<file path="config.mk">
export PLATFORM = sky130hd
export DESIGN_NAME = timed_light_door_controller_unit
export DESIGN_NICKNAME = d
export VERILOG_FILES = /design/src/hdl/tldc_pkg.sv /design/src/hdl/timed_light_door_controller_unit.sv /design/src/hdl/tldc_cfg_regs.sv /design/src/hdl/tldc_decide.sv
export SDC_FILE = /design/constraint.sdc
export NUM_CORES = 1
export LEC_CHECK = 0
export ABC_AREA = 1
export BUFFER_PORTS_ARGS = -buffer_cell sky130_fd_sc_hd__buf_2
export CELL_PAD_IN_SITES_DETAIL_PLACEMENT = 1
export CELL_PAD_IN_SITES_GLOBAL_PLACEMENT = 2
export CORE_MARGIN = 2
export CORE_UTILIZATION = 29
export DETAILED_ROUTE_END_ITERATION = 6
export GPL_ROUTABILITY_DRIVEN = 0
export PLACE_DENSITY = 0.87
export SLEW_MARGIN = 10
export SYNTH_ARGS = -nofsm -noshare
export SYNTH_HDL_FRONTEND = slang
export SYNTH_SLANG_ARGS = --single-unit
export TNS_END_PERCENT = 10
</file>
<file path="constraint.sdc">
create_clock -name clk -period 2.8 [get_ports clk]
set_input_delay 0.56 -clock clk [delete_from_list [all_inputs] [get_ports clk]]
set_output_delay 0.56 -clock clk [all_outputs]
set_load 0.02 [all_outputs]
</file>
<file path="src/hdl/tldc_pkg.sv">
// ----------------------------------------------------------------------------
// tldc_pkg
// types, register map and command codes of the timed light door controller
// ----------------------------------------------------------------------------
`default_nettype none

package tldc_pkg;

  localparam int MINUTE_W = 11;
  localparam int LEVEL_W  = 8;
  localparam int SAMPLE_W = 10;
  localparam int STREAK_W = 8;
  localparam int MODE_W   = 2;
  localparam int CMD_W    = 2;
  localparam int ADDR_W   = 5;
  localparam int DATA_W   = 32;
  localparam int IDX_W    = 3;

  // door commands
  localparam logic [CMD_W-1:0] CMD_NONE  = 2'd0;
  localparam logic [CMD_W-1:0] CMD_OPEN  = 2'd1;
  localparam logic [CMD_W-1:0] CMD_CLOSE = 2'd2;

  // register indexes
  localparam logic [IDX_W-1:0] REG_EARLIEST_OPEN = 3'd0;
  localparam logic [IDX_W-1:0] REG_FORCED_OPEN   = 3'd1;
  localparam logic [IDX_W-1:0] REG_EVENING       = 3'd2;
  localparam logic [IDX_W-1:0] REG_FORCED_CLOSE  = 3'd3;
  localparam logic [IDX_W-1:0] REG_OPEN_LEVEL    = 3'd4;
  localparam logic [IDX_W-1:0] REG_CLOSE_LEVEL   = 3'd5;
  localparam logic [IDX_W-1:0] REG_NEEDED_STREAK = 3'd6;
  localparam logic [IDX_W-1:0] REG_MODE_BITS     = 3'd7;

  // register reset values
  localparam logic [MINUTE_W-1:0] RST_EARLIEST_OPEN = 11'd420;
  localparam logic [MINUTE_W-1:0] RST_FORCED_OPEN   = 11'd540;
  localparam logic [MINUTE_W-1:0] RST_EVENING       = 11'd1140;
  localparam logic [MINUTE_W-1:0] RST_FORCED_CLOSE  = 11'd1320;
  localparam logic [LEVEL_W-1:0]  RST_OPEN_LEVEL    = 8'd128;
  localparam logic [LEVEL_W-1:0]  RST_CLOSE_LEVEL   = 8'd64;
  localparam logic [STREAK_W-1:0] RST_NEEDED_STREAK = 8'd4;
  localparam logic [MODE_W-1:0]   RST_MODE_BITS     = 2'd0;

  localparam logic [STREAK_W-1:0] STREAK_MAX = '1;

  // mode bits
  localparam int MODE_FIXED  = 0;
  localparam int MODE_INSIDE = 1;

  typedef struct packed {
    logic [MINUTE_W-1:0] earliest_open_minute;
    logic [MINUTE_W-1:0] forced_open_minute;
    logic [MINUTE_W-1:0] evening_minute;
    logic [MINUTE_W-1:0] forced_close_minute;
    logic [LEVEL_W-1:0]  open_level;
    logic [LEVEL_W-1:0]  close_level;
    logic [STREAK_W-1:0] needed_streak;
    logic [MODE_W-1:0]   mode_bits;
  } cfg_t;

  typedef struct packed {
    logic [MINUTE_W-1:0] now_minute;
    logic                door_is_open;
    logic [SAMPLE_W-1:0] light_outside;
    logic [SAMPLE_W-1:0] light_inside;
  } tick_t;

  typedef struct packed {
    logic [CMD_W-1:0]    door_command;
    logic [STREAK_W-1:0] streak_now;
  } verdict_t;

endpackage

`default_nettype wire

</file>
<file path="src/hdl/timed_light_door_controller_unit.sv">
// ----------------------------------------------------------------------------
// timed_light_door_controller_unit
// door controller driven by time of day, door position and light samples
// ----------------------------------------------------------------------------
// One tick is accepted per clock while the result side is not stalled, and
// each tick yields exactly one result: the tick lands in an input register,
// the decision logic runs between that register and the result register, and
// the streak counter is updated at the edge where the tick moves into the
// result register. While the result register is held by out_ready low, one
// more tick can still be taken into the input register. Registers are written
// through the apb port and take effect for ticks that reach the decision stage
// later.
`default_nettype none

module timed_light_door_controller_unit (
  input  wire logic                          clk,
  input  wire logic                          rst_n,
  // tick channel
  input  wire logic                          in_valid,
  output logic                               in_ready,
  input  wire logic [tldc_pkg::MINUTE_W-1:0] in_now_minute,
  input  wire logic                          in_door_is_open,
  input  wire logic [tldc_pkg::SAMPLE_W-1:0] in_light_outside,
  input  wire logic [tldc_pkg::SAMPLE_W-1:0] in_light_inside,
  // result channel
  output logic                               out_valid,
  input  wire logic                          out_ready,
  output logic      [tldc_pkg::CMD_W-1:0]    out_door_command,
  output logic      [tldc_pkg::STREAK_W-1:0] out_streak_now,
  // configuration port
  input  wire logic                          psel,
  input  wire logic                          penable,
  input  wire logic                          pwrite,
  input  wire logic [tldc_pkg::ADDR_W-1:0]   paddr,
  input  wire logic [tldc_pkg::DATA_W-1:0]   pwdata,
  output logic      [tldc_pkg::DATA_W-1:0]   prdata,
  output logic                               pready
);
  import tldc_pkg::*;

  cfg_t                cfg;
  tick_t               tick_r;
  logic                tick_vld_r;
  verdict_t            verdict_nxt;
  verdict_t            verdict_r;
  logic                out_valid_r;
  logic [STREAK_W-1:0] streak_r;
  logic                advance;

  // register file
  tldc_cfg_regs u_regs (
    .clk     (clk),
    .rst_n   (rst_n),
    .psel    (psel),
    .penable (penable),
    .pwrite  (pwrite),
    .paddr   (paddr),
    .pwdata  (pwdata),
    .prdata  (prdata),
    .pready  (pready),
    .cfg     (cfg)
  );

  // handshake flow
  assign advance  = tick_vld_r && (!out_valid_r || out_ready);
  assign in_ready = !tick_vld_r || advance;

  // control registers
  always_ff @(posedge clk) begin
    if (!rst_n) begin
      tick_vld_r  <= 1'b0;
      out_valid_r <= 1'b0;
      streak_r    <= '0;
    end else begin
      if (in_ready) tick_vld_r <= in_valid;
      if (advance) begin
        out_valid_r <= 1'b1;
        streak_r    <= verdict_nxt.streak_now;
      end else if (out_ready) begin
        out_valid_r <= 1'b0;
      end
    end
  end

  // input payload register
  always_ff @(posedge clk) begin
    if (in_valid && in_ready) begin
      tick_r.now_minute    <= in_now_minute;
      tick_r.door_is_open  <= in_door_is_open;
      tick_r.light_outside <= in_light_outside;
      tick_r.light_inside  <= in_light_inside;
    end
  end

  // decision logic
  tldc_decide u_decide (
    .cfg     (cfg),
    .tick    (tick_r),
    .streak  (streak_r),
    .verdict (verdict_nxt)
  );

  // result payload register
  always_ff @(posedge clk) begin
    if (advance) verdict_r <= verdict_nxt;
  end

  assign out_valid        = out_valid_r;
  assign out_door_command = verdict_r.door_command;
  assign out_streak_now   = verdict_r.streak_now;

endmodule

`default_nettype wire

</file>
<file path="src/hdl/tldc_cfg_regs.sv">
// ----------------------------------------------------------------------------
// tldc_cfg_regs
// apb register file holding the schedule, light thresholds and mode
// ----------------------------------------------------------------------------
`default_nettype none

module tldc_cfg_regs (
  input  wire logic                        clk,
  input  wire logic                        rst_n,
  input  wire logic                        psel,
  input  wire logic                        penable,
  input  wire logic                        pwrite,
  input  wire logic [tldc_pkg::ADDR_W-1:0] paddr,
  input  wire logic [tldc_pkg::DATA_W-1:0] pwdata,
  output logic      [tldc_pkg::DATA_W-1:0] prdata,
  output logic                             pready,
  output tldc_pkg::cfg_t                   cfg
);
  import tldc_pkg::*;

  cfg_t              cfg_r;
  logic [IDX_W-1:0]  reg_idx;
  logic              wr_en;

  assign reg_idx = paddr[ADDR_W-1:2];
  assign wr_en   = psel && penable && pwrite;
  assign pready  = 1'b1;
  assign cfg     = cfg_r;

  // register writes
  always_ff @(posedge clk) begin
    if (!rst_n) begin
      cfg_r.earliest_open_minute <= RST_EARLIEST_OPEN;
      cfg_r.forced_open_minute   <= RST_FORCED_OPEN;
      cfg_r.evening_minute       <= RST_EVENING;
      cfg_r.forced_close_minute  <= RST_FORCED_CLOSE;
      cfg_r.open_level           <= RST_OPEN_LEVEL;
      cfg_r.close_level          <= RST_CLOSE_LEVEL;
      cfg_r.needed_streak        <= RST_NEEDED_STREAK;
      cfg_r.mode_bits            <= RST_MODE_BITS;
    end else if (wr_en) begin
      unique case (reg_idx)
        REG_EARLIEST_OPEN: cfg_r.earliest_open_minute <= pwdata[MINUTE_W-1:0];
        REG_FORCED_OPEN:   cfg_r.forced_open_minute   <= pwdata[MINUTE_W-1:0];
        REG_EVENING:       cfg_r.evening_minute       <= pwdata[MINUTE_W-1:0];
        REG_FORCED_CLOSE:  cfg_r.forced_close_minute  <= pwdata[MINUTE_W-1:0];
        REG_OPEN_LEVEL:    cfg_r.open_level           <= pwdata[LEVEL_W-1:0];
        REG_CLOSE_LEVEL:   cfg_r.close_level          <= pwdata[LEVEL_W-1:0];
        REG_NEEDED_STREAK: cfg_r.needed_streak        <= pwdata[STREAK_W-1:0];
        REG_MODE_BITS:     cfg_r.mode_bits            <= pwdata[MODE_W-1:0];
      endcase
    end
  end

  // read mux
  always_comb begin
    unique case (reg_idx)
      REG_EARLIEST_OPEN: prdata = DATA_W'(cfg_r.earliest_open_minute);
      REG_FORCED_OPEN:   prdata = DATA_W'(cfg_r.forced_open_minute);
      REG_EVENING:       prdata = DATA_W'(cfg_r.evening_minute);
      REG_FORCED_CLOSE:  prdata = DATA_W'(cfg_r.forced_close_minute);
      REG_OPEN_LEVEL:    prdata = DATA_W'(cfg_r.open_level);
      REG_CLOSE_LEVEL:   prdata = DATA_W'(cfg_r.close_level);
      REG_NEEDED_STREAK: prdata = DATA_W'(cfg_r.needed_streak);
      REG_MODE_BITS:     prdata = DATA_W'(cfg_r.mode_bits);
    endcase
  end

endmodule

`default_nettype wire

</file>
<file path="src/hdl/tldc_decide.sv">
// ----------------------------------------------------------------------------
// tldc_decide
// per-tick decision: schedule rules, light window check and streak update
// ----------------------------------------------------------------------------
`default_nettype none

module tldc_decide (
  input  wire tldc_pkg::cfg_t                cfg,
  input  wire tldc_pkg::tick_t               tick,
  input  wire logic [tldc_pkg::STREAK_W-1:0] streak,
  output tldc_pkg::verdict_t                 verdict
);
  import tldc_pkg::*;

  logic                now_after_early;
  logic                now_before_fopen;
  logic                now_after_fopen;
  logic                now_before_eve;
  logic                now_before_early;
  logic                now_after_fclose;
  logic                morning;
  logic [LEVEL_W-1:0]  level;
  logic                qualifies;
  logic [STREAK_W-1:0] streak_inc;

  // strict time compares
  assign now_after_early  = tick.now_minute > cfg.earliest_open_minute;
  assign now_before_early = cfg.earliest_open_minute > tick.now_minute;
  assign now_before_fopen = cfg.forced_open_minute > tick.now_minute;
  assign now_after_fopen  = tick.now_minute > cfg.forced_open_minute;
  assign now_before_eve   = cfg.evening_minute > tick.now_minute;
  assign now_after_fclose = tick.now_minute > cfg.forced_close_minute;
  assign morning          = now_after_early && now_before_fopen;

  // scaled light level from the chosen sensor
  assign level = cfg.mode_bits[MODE_INSIDE] ? tick.light_inside[SAMPLE_W-1:2]
                                            : tick.light_outside[SAMPLE_W-1:2];
  assign qualifies = morning ? (level > cfg.open_level) : (level < cfg.close_level);

  // saturating streak step
  always_comb begin
    if (!qualifies) begin
      streak_inc = '0;
    end else if (streak == STREAK_MAX) begin
      streak_inc = STREAK_MAX;
    end else begin
      streak_inc = streak + STREAK_W'(1);
    end
  end

  // rule priority
  always_comb begin
    verdict.door_command = CMD_NONE;
    verdict.streak_now   = streak;
    priority if (cfg.mode_bits[MODE_FIXED]) begin
      if (now_after_early && now_before_eve) begin
        if (!tick.door_is_open) verdict.door_command = CMD_OPEN;
      end else begin
        if (tick.door_is_open) verdict.door_command = CMD_CLOSE;
      end
    end else if (now_before_early || now_after_fclose) begin
      if (tick.door_is_open) verdict.door_command = CMD_CLOSE;
    end else if (now_after_fopen && now_before_eve) begin
      if (!tick.door_is_open) verdict.door_command = CMD_OPEN;
    end else if (morning != tick.door_is_open) begin
      if (streak_inc >= cfg.needed_streak) begin
        verdict.door_command = morning ? CMD_OPEN : CMD_CLOSE;
        verdict.streak_now   = '0;
      end else begin
        verdict.streak_now   = streak_inc;
      end
    end else begin
      // door already at the window target: streak held
      verdict.streak_now = streak;
    end
  end

endmodule

`default_nettype wire

</file>
==> flow_summary.toml <==
[timing]
grt_setup_unrepaired = "yes"
maxSlewHeadroom_pct = 45.1
setup_slack_ps = -548
fin_tns_setup_ps = -8930
hold_viol = 0
drv_slew = 0
skew_ps = 11.6
fmax_ghz = 0.299
min_period_ps = 3350
setup_violations = 18
tightest_slew_ps = 823
period_share_pct = 120

[global_routing]
busiest_layer = "met2"
grt_pass1_vias = 7237
met1_usage_pct = 24.3
globalRouteMet2Util_pct = 37.2
antenna_found_initial = 0
grtUsageMet3_pct = 3.42
grt_pass1_wl_mm = 38.6
track_usage_pct = 20.5
gr-total-overflow = 0
grt_max_degree = 42

[synthesis]
yosys_warnings = 0
syn_avg_cell_area_um2 = 7.74
syn-instance-count = 890
synth.area.top_cells = "dfxtp_1 23%, edfxtp_1 17%, ha_1 12%, nand2_1 11%, inv_1 6.3%"
synth.distinct_cells = 43
synth_top_area_share_pct = 23.3
syn-cell-area_um2 = 6890
ys_seq_area_share_pct = 39.8
synth_top_area_cell = "dfxtp_1"
synth_seq_cells = 118

[pwr]
p_per_area_nw_per_um2 = 541
irDropWorstVdd_mv = 0.460
power_leakage_nw = 4.51
p_clk_share_pct = 47.6
p_int_mw = 3.87
p_comb_share_pct = 17.4
seqPwrFrac_pct = 35.1
power.switching_mw = 1.45
swShare_pct = 27.3

[floorplanning]
rows = 56
start_util_pct = 29.4
die-area_um2 = 25000
core_area_um2 = 23400
io_pins = 121
die_h_um = 158
dieWidth_um = 158

[place]
dpl.hpwl_mm = 16.7
port_buffers = 71
dpl_cell_area_um2 = 8080
dp.cells = 1342
place_worst_setup_slack_ps = -518

[critical_path]
crit_path_start_kind = "register"
endpoint_kind = "register"
worstPathRequired_ps = 3080
reg2reg_slack_ps = -550
critPathMaxFanout = 8
critical_path_class = "reg -> reg"
arrival_ps = 3630

[cts]
root_buffer = "clkbuf_16"
ctsHoldBuffers = 0
clock-sinks = 118
cts_made_buffers = 17
htree_levels = 4
cts_tree = "yes"
clkTransAtPathRegs_ps = 60
cts.path.max_buffers = 2
clkLatencyLatePin_ps = 440

[cells_and_area]
fin_area_um2 = 9840
finalNonFillerCells = 1411
n_antenna_cell = 0
drive_gt1_share_pct = 34.2
finalNetCount = 1223
syn_to_final_growth_pct = 42.9
final_core_util_pct = 42.0
fillCellCount = 2846

[hold_path]
hold_path_class = "in -> reg"

[drt]
detail-route-antenna-nets = 0
vias_per_cell = 4.91
firstDrtPassIters = 5
via_count = 6924
drt_iter0_markers = 419
wire_per_inst_um = 18.3
wirelength_mm = 25.9
drcViolationCount = 0

[job]
drv_cap = 0

[outcome]
status = "complete, but fails checks"
violations = "negative setup slack"
cells in the final DEF, fill, tap and decap left out, drive strengths merged, types with 2 or more instances in the layout:
| cell type | n |
|---|---|
| o21a | 2 |
| nand2 | 197 |
| nor3 | 7 |
| ha | 68 |
| dfxtp | 80 |
| o21ai | 61 |
| conb | 22 |
| clkbuf | 20 |
| inv | 122 |
| bufinv | 5 |
| buf | 193 |
| a221oi | 9 |
| a22oi | 4 |
| a21oi | 73 |
| clkinvlp | 3 |
| nand3 | 53 |
| nand4 | 10 |
| edfxtp | 38 |
| clkinv | 6 |
| a21o | 2 |
| o211ai | 5 |
| and2 | 2 |
| o22ai | 8 |
| nor2 | 94 |
| xor2 | 2 |
sequential cells by signal, summed over array words and instances (netlist names):
signal and count:
out_valid 1, out_door_command 2, tick_r 28, tick_vld_r 1
streak_r 8, out_streak_now 8, u_regs.cfg 70
synthesized netlist by cell type, drive strengths merged:
cell / instances
nand2: 197
inv: 122
nor2: 94
dfxtp: 80
a21oi: 73
ha: 68
o21ai: 61
nand3: 53
edfxtp: 38
buf: 28
clkbuf: 15
nand4: 10
a221oi: 9
o22ai: 8
nor3: 7
o211ai: 5
a22oi: 4
a21o: 2
and2: 2
clkinv: 2
conb: 2
o21a: 2
xor2: 2
a211oi: 1
nand3b: 1
nor2b: 1
o2111ai: 1
o21bai: 1
or2: 1
repair_timing:
action,in CTS,in global routing
gates resized for setup,129,41
pin swaps,64,40
buffers inserted,31,7
setup endpoints to repair,20,18
area by class of cell:
| class | instances | area, µm² | area share (%) |
|---|---|---|---|
| multi-input cells | 625 | 4230 | 43.0 |
| flip-flops and latches | 118 | 2750 | 27.9 |
| clock inverters | 12 | 196 | 2.00 |
| inverters | 124 | 475 | 4.83 |
| well taps | 319 | 399 | 4.06 |
| clock buffers | 20 | 478 | 4.86 |
| repair buffers | 193 | 1320 | 13.4 |
per-stage QoR:
stage,hold slack [ps],power [mW]
floorplan,448,2.29
global placement,475,2.53
detailed placement,480,2.55
CTS,292,5.22
global route,287,5.51
finish,295,5.33
power groups by stage:
stage,clock [mW],combinational (mW),sequential (mW)
CTS,2.54,0.815,1.86
finish,2.53,0.925,1.87
global placement,0,0.631,1.90
floorplan,0,0.393,1.90
detailed placement,0,0.657,1.90
global route,2.63,1.01,1.87
worst paths after layout:
check | from | to | cells after the start
setup reg to reg | tick_r[30] | out_door_command[0] | 23
setup / recovery | tick_r[30] | out_door_command[0] | 23
hold / removal | in_now_minute[9] | tick_r[30] | 1
hold reg to reg | u_regs.cfg[35] | u_regs.cfg[35] | 2
metal layers:
layer,up-vias,wire length [µm]
met3,57,1160
met5,-,0
li1,3288,-
met2,185,13300
met1,3394,10700
met4,0,768
critical path, stage by stage, from the launching register on:
cell and delay (ps):
edfxtp_1 400, inv_2 130, ha_1 250, nand2_2 80, inv_1 60, nand2_2 100, nor2_4 60, nand3_2 80
inv_1 70, nor2_4 160, nand3_4 250, buf_6 220, nand3_4 70, inv_4 40, ha_4 250, nand2_2 40
nor2_2 90, nand4_1 160, o2111ai_4 170, buf_6 150, nand3_2 70, nand2_1 90, nand2_2 60, a21oi_2 140
cells by family (layout without fill, tap and decap cells):
family                   after synthesis  count (layout)  synth area share (%)
XOR/XNOR                               2               2                 0.254
flip-flops                           118             118                  39.8
buffers and inverters                167             349                  10.8
adder cells (fa/ha/maj)               68              68                  12.4
AO/OA/AOI/OAI                        167             167                  13.4
AND/OR/NAND/NOR                      366             366                  23.2
other                                  2              22                 0.109
Power figures use the tool's default switching activity.
